==> config.mk <==
export PLATFORM = sky130hd
export DESIGN_NAME = phn_divider
export DESIGN_NICKNAME = d
export VERILOG_FILES = /design/src/rtl/phn_pkg.sv /design/src/rtl/phn_divider.sv
export SDC_FILE = /design/constraint.sdc
export NUM_CORES = 1
export LEC_CHECK = 0
export BUFFER_PORTS_ARGS = -buffer_cell sky130_fd_sc_hd__buf_2
export CORE_AREA = 2 2 117 119
export DETAILED_ROUTE_END_ITERATION = 8
export DIE_AREA = 0 0 119 121
export PLACE_DENSITY = 0.8
export SLEW_MARGIN = 20
export SYNTH_ARGS = -nofsm -noshare
export SYNTH_HDL_FRONTEND = slang
export SYNTH_SLANG_ARGS = --single-unit
==> constraint.sdc <==
create_clock -name clk -period 2.98 [get_ports clk]
set_input_delay 0.149 -clock clk [delete_from_list [all_inputs] [get_ports clk]]
set_output_delay 0.149 -clock clk [all_outputs]
set_load 0.05 [all_outputs]
==> src/rtl/phn_pkg.sv <==
// Shared types and constants of the pixel histogram normalizer.
`default_nettype none

package phn_pkg;

    localparam int BIN_W      = 8;
    localparam int NUM_BINS   = 256;
    localparam int FUNC_W     = 2;
    localparam int HEIGHT_W   = 8;
    localparam int QUOT_W     = 8;
    localparam int MUL_W      = 8;

    localparam logic [HEIGHT_W-1:0] FULL_HEIGHT_RST = 8'd230;

    typedef enum logic [FUNC_W-1:0] {
        FUNC_ADD   = 2'd0,
        FUNC_READ  = 2'd1,
        FUNC_CLEAR = 2'd2
    } func_t;

    typedef enum logic [2:0] {
        ST_IDLE,
        ST_MODIFY,
        ST_LOAD,
        ST_DIVIDE,
        ST_DONE
    } state_t;

    typedef struct packed {
        logic             rd_en;
        logic [BIN_W-1:0] rd_addr;
        logic             wr_en;
        logic [BIN_W-1:0] wr_addr;
        logic             clr;
    } ram_ctrl_t;

endpackage

`default_nettype wire

==> src/rtl/phn_divider.sv <==
// Multiply then restoring divide, one quotient bit per cycle.
`default_nettype none

module phn_divider #(
    parameter int NUM_W = 17
) (
    input  wire logic                         clk,
    input  wire logic                         rst_n,
    input  wire logic                         start,
    input  wire logic [NUM_W-1:0]             mul_a,
    input  wire logic [phn_pkg::MUL_W-1:0]    mul_b,
    input  wire logic [NUM_W-1:0]             divisor,
    output logic                              done,
    output logic      [phn_pkg::QUOT_W-1:0]   quotient
);

    localparam int PROD_W = NUM_W + phn_pkg::MUL_W;
    localparam int STEP_W = $clog2(phn_pkg::QUOT_W + 1);

    logic [PROD_W-1:0]          prod;
    logic [NUM_W-1:0]           rem_reg;
    logic [NUM_W-1:0]           rem_next;
    logic [phn_pkg::QUOT_W-1:0] low_reg;
    logic [NUM_W-1:0]           dvs_reg;
    logic [phn_pkg::QUOT_W-1:0] quot_reg;
    logic [STEP_W-1:0]          step_reg;
    logic                       busy_reg;
    logic                       done_reg;
    logic [NUM_W:0]             trial;
    logic                       q_bit;

    assign prod = PROD_W'(mul_a) * PROD_W'(mul_b);

    // Quotient fits in QUOT_W bits, so the high product part starts below the divisor.
    always_comb
    begin
        trial = {rem_reg, low_reg[phn_pkg::QUOT_W-1]};
        q_bit = (trial >= {1'b0, dvs_reg});
        if (q_bit)
        begin
            rem_next = NUM_W'(trial - {1'b0, dvs_reg});
        end
        else
        begin
            rem_next = trial[NUM_W-1:0];
        end
    end

    always_ff @(posedge clk)
    begin
        if (start)
        begin
            rem_reg  <= prod[PROD_W-1:phn_pkg::QUOT_W];
            low_reg  <= prod[phn_pkg::QUOT_W-1:0];
            dvs_reg  <= divisor;
            quot_reg <= '0;
        end
        else if (busy_reg)
        begin
            rem_reg  <= rem_next;
            low_reg  <= {low_reg[phn_pkg::QUOT_W-2:0], 1'b0};
            quot_reg <= {quot_reg[phn_pkg::QUOT_W-2:0], q_bit};
        end
    end

    always_ff @(posedge clk or negedge rst_n)
    begin
        if (!rst_n)
        begin
            busy_reg <= 1'b0;
            done_reg <= 1'b0;
            step_reg <= '0;
        end
        else
        begin
            done_reg <= 1'b0;
            if (start)
            begin
                busy_reg <= 1'b1;
                step_reg <= STEP_W'(phn_pkg::QUOT_W);
            end
            else if (busy_reg)
            begin
                step_reg <= step_reg - 1'b1;
                if (step_reg == STEP_W'(1))
                begin
                    busy_reg <= 1'b0;
                    done_reg <= 1'b1;
                end
            end
        end
    end

    assign done     = done_reg;
    assign quotient = quot_reg;

endmodule

`default_nettype wire

# Word-level counts from Yosys, hierarchy flattened

Index checks and enable logic that the tools add are counted.
Widths: inputs -> output; s select.

$add $sub $neg: 2
Multipliers: 1
Div/mod/pow operators: 0
$lt $le $gt $ge: 1
Eq/ne operators: 1
Shift operators: 0
Multiplexer cells: 13
Bitwise gates (word level): 0
Reduce and logical (&&, ||, !) cells: 1

Operators by type and width:

| cell                | number |
|---|---|
| $mux 17             | 3 |
| $mul 17x8->25       | 1 |
| $ge 18x17->1        | 1 |
| $sub 17x17->17      | 1 |
| $mux 8              | 2 |
| $mux 4              | 2 |
| $mux 1              | 6 |
| $eq 4x1->1 const B  | 1 |
| $sub 4x1->4 const B | 1 |
| $reduce_bool 2->1   | 1 |

Register bits: 56
Bits in latches: 0
Memory bits (writable): 0
Memory bits (read-only): 0
Bits of input ports: 45
Output and inout port bits: 9
Logic and storage cells: 26
Memories kept: 0

# Logic depth before layout (Yosys ltp)

Depth after elaboration: 4
Depth in mapped cells: 20
Mapped depth without buffers: 19

# Least setup slack after synthesis

OpenSTA, ideal clock, no wires.

Path kind: in2reg
Start: in mul_b[6] (netlist bit)
End: reg rem_reg[15] (data pin)
Library setup time: 0.261 ns
Data arrival time: 4.310 ns
Required time: 2.719 ns
Path slack: -1.590 ns
Stages: 18
Path buffers: 1
Cells stage by stage: clkbuf_1 -> and2_1 -> fa_1 -> fa_1 -> fa_1 -> inv_1 -> fa_1 -> inv_1 -> ha_1 -> a21oi_1 -> o211ai_1 -> a2111oi_4 -> o31ai_4 -> nand2_1 -> o21ai_1 -> a21oi_1 -> xor2_1 -> mux2i_1

Word-level cells in the longest chain between the ends: 2

Ends and longest elaborated chain:

| element              | RTL line          | source |
|---|---|---|
| from (decl)          | phn_divider.sv:11 | `input wire logic [phn_pkg::MUL_W-1:0] mul_b,` |
| $mul 17x8->25        | phn_divider.sv:32 | `assign prod = PROD_W'(mul_a) * PROD_W'(mul_b);` |
| $mux 17              | phn_divider.sv:51 | `if (start)` |
| to (signal assigned) | phn_divider.sv:53 | `rem_reg <= prod[PROD_W-1:phn_pkg::QUOT_W];` |
| to (signal assigned) | phn_divider.sv:60 | `rem_reg <= rem_next;` |
| to (decl)            | phn_divider.sv:21 | `logic [NUM_W-1:0] rem_reg;` |

Every way passes these cells.
A chain may end at the register's enable or synchronous reset.

# Worst setup path in the final report

Start: in mul_b[4] (netlist bit)
End: reg rem_reg[13] (data pin)

The elaborated chain is that of the path after synthesis.

==> results.json <==
{
  "core_um2": 13100,
  "peakVddDrop_uv": 730,
  "async_flop_share_pct": 10.7,
  "routedWlPerCell_um": 16.7,
  "synth_ff_type": "edfxtp_1",
  "diodes": 0,
  "setup_viol": 19,
  "clock_sinks": 56,
  "worstPathRequired_ps": 3000,
  "drtIter0Drc": 322,
  "syn-cell-area_um2": 7480,
  "drv_slew": 0,
  "cts_buffers": 5,
  "p_per_area_nw_per_um2": 1020,
  "gp_congestion": 0.883,
  "crit_type": "input pin to flop",
  "clock.fmax_ghz": 0.227,
  "syn_nets": 979,
  "grt_pass1_vias": 6520,
  "clock_skew_ps": 6.56,
  "cap_viol_max_count": 0,
  "initial_utilization_pct": 57.2,
  "drtPass1Iterations": 5,
  "fin_crit_sh_pct": 148,
  "io_buffers": 53,
  "root_buffer": "clkbuf_16",
  "p_leak_uw": 0.00470,
  "finalPower_uw": 10000,
  "design_area_um2": 9810,
  "min_path_type": "input pin to flop",
  "hpwl_um": 12600,
  "start_kind": "input pin",
  "clock_latency_ps": 300,
  "power_frac_comb_pct": 79.2,
  "post_synth_num_cell_types": 65,
  "grt_first_pass_wirelength_um": 29500,
  "cp_max_fo": 15,
  "areaGrowthSynthToFinish_pct": 31.1,
  "place_area_um2": 8800,
  "vias": 6079,
  "num_io_pins": 54,
  "power.switching_uw": 4450,
  "nFillCells": 819,
  "cts_tree": "done",
  "fin_crit_ps": 4400,
  "clock_path_buffers": 2,
  "failed_checks": "negative setup slack",
  "fin_util_pct": 75.0,
  "cp-end-kind": "flop",
  "instances_no_fill": 1113,
  "rsz0062_at_grt": "yes",
  "synth-edff-count": 42,
  "via_per_inst": 5.46,
  "die_w_um": 119,
  "p_clk_share_pct": 7.7,
  "track_usage_pct": 25.2,
  "worst_slew_pin_slew_ps": 646,
  "internal-power_uw": 5580,
  "wirelength_um": 18500,
  "die-area_um2": 14400,
  "htree_levels": 2,
  "yosysSeqAreaShare_pct": 21.0,
  "fin_tns_setup_ps": -18550,
  "dieHeight_um": 121,
  "layout.nets": 1136,
  "gr-total-overflow": 0,
  "yosys_register_bits": 56,
  "p_sw_share_pct": 44.4,
  "drc_errors": 0,
  "netlist_instances": 779,
  "grt_max_degree": 30,
  "hold_viol_final": 0,
  "row_count": 42,
  "fin_ws_ps": -1420,
  "run_status": "finished, violations left",
  "drive_gt1_share_pct": 33.6,
  "relSlewSlack_pct": 57.0,
  "syn_area_per_cell_um2": 9.61,
  "ant_nets": 0,
  "antenna_found_initial": 0,
  "placed_cells": 1082,
  "worstPathArrival_ps": 4420,
  "power_frac_seq_pct": 13.1,
  "yosys_warnings": 0,
  "clkSlewWorstSetupHoldPaths_ps": 70
}
[worst max-delay path: stages]
cell and delay [ps]:
buf_12 130, and2_4 140, fa_1 570, fa_1 470
fa_1 540, inv_2 40, fa_1 510, inv_2 60
ha_4 280, a21oi_4 140, o211ai_1 130, buf_4 180
a2111oi_4 330, o31ai_4 160, a31oi_4 180, mux2i_1 90
a31oi_1 200, o31ai_1 120
[worst paths after layout]
check | start | end | slack, ps | depth (start not counted)
setup / recovery | mul_b[4] | rem_reg[13]$_DFFE_PP_ | -1420 | 18
hold / removal | divisor[2] | dvs_reg[2]$_DFFE_PP_ | 20 | 1
setup reg to reg | low_reg[7]$_DFFE_PP_ | rem_reg[13]$_DFFE_PP_ | -110 | 12
hold reg to reg | quotient[0]$_SDFFE_PP0P_ | quotient[0]$_SDFFE_PP0P_ | 520 | 2
max in group asynchronous | rst_n | done$_DFF_PN0_ | 2650 | 2
min in group asynchronous | rst_n | step_reg[2]$_DFFE_PN0P_ | 200 | 2
[synthesized netlist by cell type (3+ instances only)]
cell type  number  area, um^2
buf_1           3        11.3
o21ai_0        13        65.1
o211ai_1        4        30.0
mux2_2          5        56.3
a31oi_1         5        31.3
clkbuf_1       12        45.0
a21oi_2         4        35.0
a211oi_1       11        82.6
a21o_1         12        90.1
and3_1          5        31.3
nand3_1         9        45.0
xnor2_1        17         149
nor2_1         33         124
nor2b_1         4        25.0
a21oi_1        29         145
buf_6           3        33.8
fa_1           91        1820
ha_1           64         801
nand2b_1        8        50.1
o21bai_1        5        37.5
dfxtp_1         8         160
mux2i_1        12         120
o31ai_1         3        22.5
nand2_1        54         203
xor2_1         16         140
dfrtp_1         6         150
edfxtp_1       42        1260
o21a_1          3        22.5
o21ai_1        14        70.1
inv_1         128         480
and2_1        115         719
[routing by layer]
metal	vias to the layer above	wire length [um]	share of wire (%)	GRT usage [%]
li1	2854	-	-	-
met1	3008	7360	40	29.5
met2	175	9970	54	49.3
met3	42	727	3.9	3.10
met4	0	475	2.6	4.61
met5	-	0	0	0
[kinds of logic (layout without fill, tap and decap cells)]
family	count (synthesis)	after routing	synth area share, %
AO/OA/AOI/OAI	123	123	11.9
multiplexers	17	17	2.36
flip-flops	56	56	21.0
adder cells (fa/ha/maj)	155	155	35.0
XOR/XNOR	33	33	3.86
AND/OR/NAND/NOR	246	246	18.0
buffers and inverters	149	307	7.86
[metrics by stage]
stage,hold slack (ps),setup WS (ps)
3_3_place_gp,-25.3,-1550
2_1_floorplan,-147,-1240
3_5_place_dp,-26.3,-1640
5_1_grt,14.2,-1510
4_1_cts,23.7,-1210
6_report,23.6,-1420
[cell type report]
type	count	area, um^2	area share [%]
Tap cell	176	220	2.24
Sequential cell	56	1570	16.0
Timing Repair Buffer	171	1430	14.6
Multi-Input combinational cell	574	5900	60.2
Inverter	128	480	4.90
Clock inverter	1	30.0	0.306
Clock buffer	7	175	1.79
[cells in the final DEF (no fill, tap or decap), types with 15 or more instances in the layout]
cell type  Yosys  final
buf_6          3     20
nand2_1       54     49
xor2_1        16     15
inv_1        128    114
and2_1       115     85
a21oi_1       29     17
fa_1          91     82
nor2_1        33     31
and2_4         0     30
buf_2          2     36
ha_1          64     49
buf_4          1     99
edfxtp_1      42     42
[power by group through the flow]
| stage | combinational, uW | clock, uW | sequential [uW] |
|---|---|---|---|
| 5_1_grt | 8600 | 811 | 1330 |
| 6_report | 7940 | 774 | 1310 |
| 2_1_floorplan | 4560 | 0 | 1320 |
| 3_5_place_dp | 6360 | 0 | 1320 |
| 4_1_cts | 7020 | 773 | 1310 |
| 3_3_place_gp | 6210 | 0 | 1310 |
[what timing repair did]
action                                  CTS  global route
gates cloned                              1             1
endpoints found under the setup margin   21            20
pin swaps                                65            62
gates resized for setup                 108            53
hold buffers                              1             0
hold endpoints to repair                  6             0
buffers inserted                         12             9
No activity file was read; power rests on OpenSTA's default activity.
