[config.mk]
export PLATFORM = sky130hd
export DESIGN_NAME = phn_bin_ram
export DESIGN_NICKNAME = d
export VERILOG_FILES = /design/src/rtl/phn_pkg.sv /design/src/rtl/phn_bin_ram.sv
export SDC_FILE = /design/constraint.sdc
export NUM_CORES = 2
export LEC_CHECK = 0
export BUFFER_PORTS_ARGS = -buffer_cell sky130_fd_sc_hd__buf_4
export CORE_MARGIN = 3
export CORE_UTILIZATION = 50
export CTS_BUF_LIST = sky130_fd_sc_hd__clkbuf_8
export CTS_CLUSTER_SIZE = 30
export DETAILED_ROUTE_END_ITERATION = 8
export GPL_ROUTABILITY_DRIVEN = 0
export PLACE_DENSITY = 0.65
export RECOVER_POWER = 25
export SKIP_CTS_REPAIR_TIMING = 1
export SYNTH_ARGS = -nofsm -noshare
export SYNTH_HDL_FRONTEND = slang
export SYNTH_MEMORY_MAX_BITS = 65536
export SYNTH_SLANG_ARGS = --single-unit
[constraint.sdc]
create_clock -name clk -period 4.4 [get_ports clk]
set_input_delay 0.44 -clock clk [delete_from_list [all_inputs] [get_ports clk]]
set_output_delay 0.44 -clock clk [all_outputs]
set_load 0.02 [all_outputs]
[src/rtl/phn_pkg.sv]
// Shared types and constants of the pixel histogram normalizer.
`default_nettype none

package phn_pkg;

    localparam int BIN_W      = 8;
    localparam int NUM_BINS   = 256;
    localparam int FUNC_W     = 2;
    localparam int HEIGHT_W   = 8;
    localparam int QUOT_W     = 8;
    localparam int MUL_W      = 8;

    localparam logic [HEIGHT_W-1:0] FULL_HEIGHT_RST = 8'd230;

    typedef enum logic [FUNC_W-1:0] {
        FUNC_ADD   = 2'd0,
        FUNC_READ  = 2'd1,
        FUNC_CLEAR = 2'd2
    } func_t;

    typedef enum logic [2:0] {
        ST_IDLE,
        ST_MODIFY,
        ST_LOAD,
        ST_DIVIDE,
        ST_DONE
    } state_t;

    typedef struct packed {
        logic             rd_en;
        logic [BIN_W-1:0] rd_addr;
        logic             wr_en;
        logic [BIN_W-1:0] wr_addr;
        logic             clr;
    } ram_ctrl_t;

endpackage

`default_nettype wire

[src/rtl/phn_bin_ram.sv]
// Bin count memory with registered read and per-entry valid bits.
`default_nettype none

module phn_bin_ram #(
    parameter int DATA_W = 17
) (
    input  wire logic               clk,
    input  wire logic               rst_n,
    input  wire phn_pkg::ram_ctrl_t ctrl,
    input  wire logic [DATA_W-1:0]  wr_data,
    output logic      [DATA_W-1:0]  rd_data
);

    logic [DATA_W-1:0]            mem_reg [phn_pkg::NUM_BINS];
    logic [phn_pkg::NUM_BINS-1:0] valid_reg;
    logic [DATA_W-1:0]            rd_data_reg;
    logic                         rd_valid_reg;

    // Write port; no reset on the array itself.
    always_ff @(posedge clk)
    begin
        if (ctrl.wr_en)
        begin
            mem_reg[ctrl.wr_addr] <= wr_data;
        end
    end

    always_ff @(posedge clk)
    begin
        if (ctrl.rd_en)
        begin
            rd_data_reg <= mem_reg[ctrl.rd_addr];
        end
    end

    // Clear drops every valid bit at once; an invalid entry reads as zero.
    always_ff @(posedge clk or negedge rst_n)
    begin
        if (!rst_n)
        begin
            valid_reg    <= '0;
            rd_valid_reg <= 1'b0;
        end
        else
        begin
            if (ctrl.clr)
            begin
                valid_reg <= '0;
            end
            else if (ctrl.wr_en)
            begin
                valid_reg[ctrl.wr_addr] <= 1'b1;
            end
            if (ctrl.rd_en)
            begin
                rd_valid_reg <= valid_reg[ctrl.rd_addr];
            end
        end
    end

    assign rd_data = rd_valid_reg ? rd_data_reg : '0;

endmodule

`default_nettype wire

; After elaboration in Yosys (flattened, before gate mapping)
; Memories as Yosys holds them, arrays and structs flattened. A register that Yosys moved wholly into a read port is not among the register bits.
; Cells that the tools add are included.
[word_totals]
mem_count = 1
inputBits = 38
output_inout_bits = 17
elab_cells = 18
ramBits = 4352
latchBits = 0
romBits = 0
reg_bits = 257
[memory_table]
columns = memory, words, width, read_ports, rd_ports_with_merged_regs, wr, line_no
row1 = mem_reg, 256, 17, 1, 1, 1, phn_bin_ram.sv:14  ; logic [DATA_W-1:0] mem_reg [phn_pkg::NUM_BINS];
[classes]
n_bitwise = 1
n_reduce_logical = 2
eq_ne = 0
addsub = 0
n_shift = 0
n_mux = 9
n_div = 0
mul = 0
order_cmp = 3
[op_table]
columns = op, count
row1 = $mux 256, 2
row2 = $or 256x256->256, 1
row3 = $lt 8x9->1 const B, 2
row4 = $mux 17, 1
row5 = $bmux 1 s8, 1
row6 = $demux 1 s8, 1
row7 = $ge 8x1->1 const B, 1
row8 = $mux 1, 4
row9 = $reduce_bool 2->1, 1
row10 = $logic_and 1x1->1, 1

; Longest topological paths before layout
[logic_depth]
word_depth = 7
depth_mapped = 12
mapped_depth_nobuf = 7

; Worst setup path after synthesis
; Ideal clock, no wire load.
[synth_timing]
kind = input to register
from = input ctrl[10] (netlist bit)
to = register rd_data_reg[12] (read register of mem_reg), data pin
n_path_buf = 4
arrival_ns = 2.479
t_required_ns = 4.134
path_stages = 10
setup_time_ns = 0.266
path_slack_ns = 1.654
path_cell_list = buf_6 > buf_6 > buf_6 > buf_2 > mux4_2 > a22o_1 > a221oi_1 > o22ai_1 > o21ai_1 > nand4_1
[synth_lines]
columns = item, line_no
row1 = start: declaration, phn_bin_ram.sv:9  ; input wire phn_pkg::ram_ctrl_t ctrl,
row2 = end: declaration, phn_bin_ram.sv:16  ; logic [DATA_W-1:0] rd_data_reg;

; Worst setup path in the final report
[layout_timing]
from = input wr_data[2]
to = memory mem_reg[244][2], data pin
[layout_lines]
columns = item, line_no
row1 = start: declaration, phn_bin_ram.sv:10  ; input wire logic [DATA_W-1:0] wr_data,
row2 = end: declaration, phn_bin_ram.sv:14
; No word-level cell before the write port.

==> results.md <==
| Parameter | Value |
|---|---|
| Status | finished, violations left |
| Failing checks | max-capacitance violations, max-slew violations |
| Simple-gate share of the synthesized area | 0.0197 |
| Count leader, synth | sky130_fd_sc_hd__edfxtp_1 |
| GRT Resource Usage Total | 0.260 |
| Unrepaired setup endpoints after global routing | false |
| Hold_sp | ctrl[6] |
| CP required | 4.74 ns |
| Fin worst setup slack | 0.342 ns |
| Post-route worst hold slack | 0.0472 ns |
| Library cell contributing the largest single delay on the critical path | sky130_fd_sc_hd__clkdlybuf4s25_1 |
| Number of enable flip-flop cells after synthesis | 4369 |
| Final WL | 472 mm |
| Post-synthesis sequential element count | 4626 |
| Max reg flops | 4352 |
| Total count of max-transition violations in the final report | 1955 |
| Met3 track demand over resource in global routing | 0.0531 |
| Slowest stage delay, CP | 3.28 ns |
| Ys async rst share | 0.0556 |
| Total clock buffers created by CTS | 727 |
| Commonest cells in the synthesized netlist | sky130_fd_sc_hd__edfxtp_1 (4369), sky130_fd_sc_hd__mux4_2 (1126), sky130_fd_sc_hd__nor2_1 (720) |
| Crit Path Max Fanout | 80 |
| Initial antenna violation count | 29 |
| Number of instances in the synthesized netlist | 7979 |
| Portion of the clock cycle consumed by the worst path in the final layout | 0.922 |
| Total via count after detailed routing | 90200 |
| Die Y | 600 um |
| Share of synthesized cell area in full adder, half adder and majority cells | 0 |
| Sort of element at the end of the critical path | register |
| Initial DRC count | 12200 |
| WP buf/inv | 2 |
| Io pins | 55 |
| GRT busiest layer | met2 |
| Relative max-transition margin | -1.96 |
| MaxCap Viol Count | 23 |
| Measured slew at the worst slew-check pin | 4.44 ns |
| Pre-Repair DR Iteration Count | 8 |
| Post-DR wirelength/cell | 33.1 um |
| Clock latency on the worst-skew pair | 1.25 ns |
| R2r setup slk | 0.48 ns |
| Post-Syn Area per Cell | 22.1 sq um |
| Remaining antenna violation count after routing | 0 |
| Worst setup skew after layout | 0.0909 ns |
| Main area contributors after synthesis | sky130_fd_sc_hd__edfxtp_1 (74%), sky130_fd_sc_hd__mux4_2 (14%), sky130_fd_sc_hd__dfrtp_1 (3.6%) |
| Cell depth of the worst flop-to-flop path | 6 |
| Netlist area before placement | 177000 sq um |
| Post-layout minimum cycle time | 4.06 ns |
| Horizontal extent of the die | 600 um |
| Hpwl dp | 276 mm |
| Total design power | 86.5 mW |
| Path type of the worst setup path | input pin to register |
| Reg2reg start | mem_reg[243][5] |
| Worst VDD drop | 0.330 mV |
| Most used flip-flop cell after synthesis | sky130_fd_sc_hd__edfxtp_1 |
| Dominant combinational cell family by area after synthesis | multiplexers |
| Chain of cells forming the critical path | dlygate4sd3_1, clkdlybuf4s25_1 |
| Overall die area | 361000 sq um |
| Post-synthesis cell type with the largest combined area | sky130_fd_sc_hd__edfxtp_1 |
| Area Overhead vs Synth | 13.5% |
| Global-route met1 utilization | 0.373 |
| Worst min-delay path category | input pin to register |
| Xor and xnor area share after synthesis | 0 |
| DRC viols | 0 |
| Total number of nets in the final design | 8988 |
| Cell family contributing the most delay on the critical path | buffers and inverters |
| Worst-case setup slack after placement | -0.510 ns |
| Number of global-route vias before repair | 90900 |
| Proportion of netlist area held by the largest area contributor | 0.743 |
| TritonCTS clock tree | done |
| Endpoint of the worst hold-timing path | valid_reg[249] |
| Pin count of the biggest net entering global routing | 153 |
| Count of H-tree levels built during CTS | 6 |
| Setup Total Neg Slack | 0 ns |
| Sequential cell area fraction in the yosys report | 0.779 |
| Cell depth of the worst hold path | 5 |
| Synthesized Nets | 8017 |
| Power density cells | 431 nW/um^2 |
| Mux cell area share after synthesis | 0.148 |
| Core region area | 351000 sq um |
| Clk Tree Root Cell | sky130_fd_sc_hd__clkbuf_8 |
| Share of post-route cells with drive strength above 1 | 0.314 |
| Synth Area in Compound Gates | 0.0389 |
| Gr ovfl total | 0 |
| Final setup vio count | 0 |
| Effective utilization at floorplan | 0.504 |
| Number of buffers added on ports | 54 |
| Library cells used by synthesis | 46 |
| Clock Tree Buf Depth | 4 |
| Leak | 65.3 nW |
| Warnings, synthesis | 0 |
| Clock-pin slew on the worst setup and hold paths | 0.06 ns |
| Fraction of met2 tracks used by global routing | 0.394 |
| Worst Path Arrival | 4.40 ns |
| Routed vias/inst | 6.33 |
| Wire length of the first global-routing pass | 673 mm |
| Kind of launch point of the worst setup path | input pin |
| Fmax | 246 MHz |
| Sink count of the clock tree | 4626 |
| Final number of hold-violating endpoints | 0 |
| R2R Path End | rd_data_reg[5] |
| Number of core rows | 217 |
[placed cells by master (no fill, tap or decap), types with 15 or more instances in the layout]
cell	instances
sky130_fd_sc_hd__a22o_1	272
sky130_fd_sc_hd__nand4_1	26
sky130_fd_sc_hd__clkbuf_2	16
sky130_fd_sc_hd__dfrtp_1	257
sky130_fd_sc_hd__mux2i_1	31
sky130_fd_sc_hd__o22ai_1	141
sky130_fd_sc_hd__o21ai_0	40
sky130_fd_sc_hd__dlygate4sd3_1	27
sky130_fd_sc_hd__nor2_2	181
sky130_fd_sc_hd__mux4_2	1126
sky130_fd_sc_hd__mux4_1	15
sky130_fd_sc_hd__and2_1	18
sky130_fd_sc_hd__a221oi_2	49
sky130_fd_sc_hd__diode_2	23
sky130_fd_sc_hd__nand2_1	36
sky130_fd_sc_hd__buf_12	95
sky130_fd_sc_hd__a221oi_1	223
sky130_fd_sc_hd__nand3_1	23
sky130_fd_sc_hd__clkinv_2	57
sky130_fd_sc_hd__buf_4	582
sky130_fd_sc_hd__o21ai_1	29
sky130_fd_sc_hd__nor2_1	537
sky130_fd_sc_hd__clkbuf_8	767
sky130_fd_sc_hd__inv_1	291
sky130_fd_sc_hd__clkinv_1	138
sky130_fd_sc_hd__edfxtp_1	4369
sky130_fd_sc_hd__o21ba_2	30
[worst register-to-register path: stages (launching register included)]
cell	delay (ns)
sky130_fd_sc_hd__edfxtp_1	0.36
sky130_fd_sc_hd__mux4_2	0.47
sky130_fd_sc_hd__a22o_1	0.34
sky130_fd_sc_hd__a221oi_1	0.87
sky130_fd_sc_hd__o22ai_1	0.16
sky130_fd_sc_hd__o21ai_0	1.26
sky130_fd_sc_hd__nand4_1	0.16
[routing by layer]
metal,part of all wire,vias up
met5,0.000083,-
met4,0.042,6
met3,0.10,891
met2,0.47,5209
met1,0.39,48200
li1,-,35900
[through the flow]
stage | instances | instance area [sq um] | utilization
6_report | 14300 | 201000 | 0.572
5_1_grt | 14200 | 201000 | 0.572
4_1_cts | 14200 | 201000 | 0.572
3_5_place_dp | 12900 | 187000 | 0.534
3_3_place_gp | 12900 | 187000 | 0.534
2_1_floorplan | 7979 | 177000 | -
[power by group]
part	leakage, nW	switching, mW	internal [mW]
combinational	14.6	3.01	1.68
clock	7.86	16.9	16.5
sequential	42.9	0.0593	48.3
total	65.3	19.9	66.5
[layout make-up]
class / instances / area [sq um]
well taps: 4708 / 5890
repair buffers: 737 / 6770
diodes: 23 / 57.6
clock inverters: 543 / 2730
inverters: 4 / 15.0
clock buffers: 767 / 10600
fillers: 25300 / 150000
flip-flops and latches: 4626 / 138000
multi-input cells: 2854 / 37000
[worst max path at each step]
stage	endpoint	slack (ns)	start	cells after the start
floorplan	rd_data_reg[12]	1.65	ctrl[10]	10
global placement	rd_data_reg[5]	-0.57	ctrl[10]	9
detailed placement	rd_data_reg[5]	-0.51	ctrl[11]	9
CTS	rd_data[2]	0.72	rd_valid_reg	2
global route	mem_reg[83][9]	0.30	wr_data[9]	3
finish	mem_reg[244][2]	0.34	wr_data[2]	2
[cell families after synthesis]
logic type,count (synthesis)
simple gates,866
mux,1173
flops,4626
buf+inv,499
compound gates,815
Power figures use the tool's default switching activity.
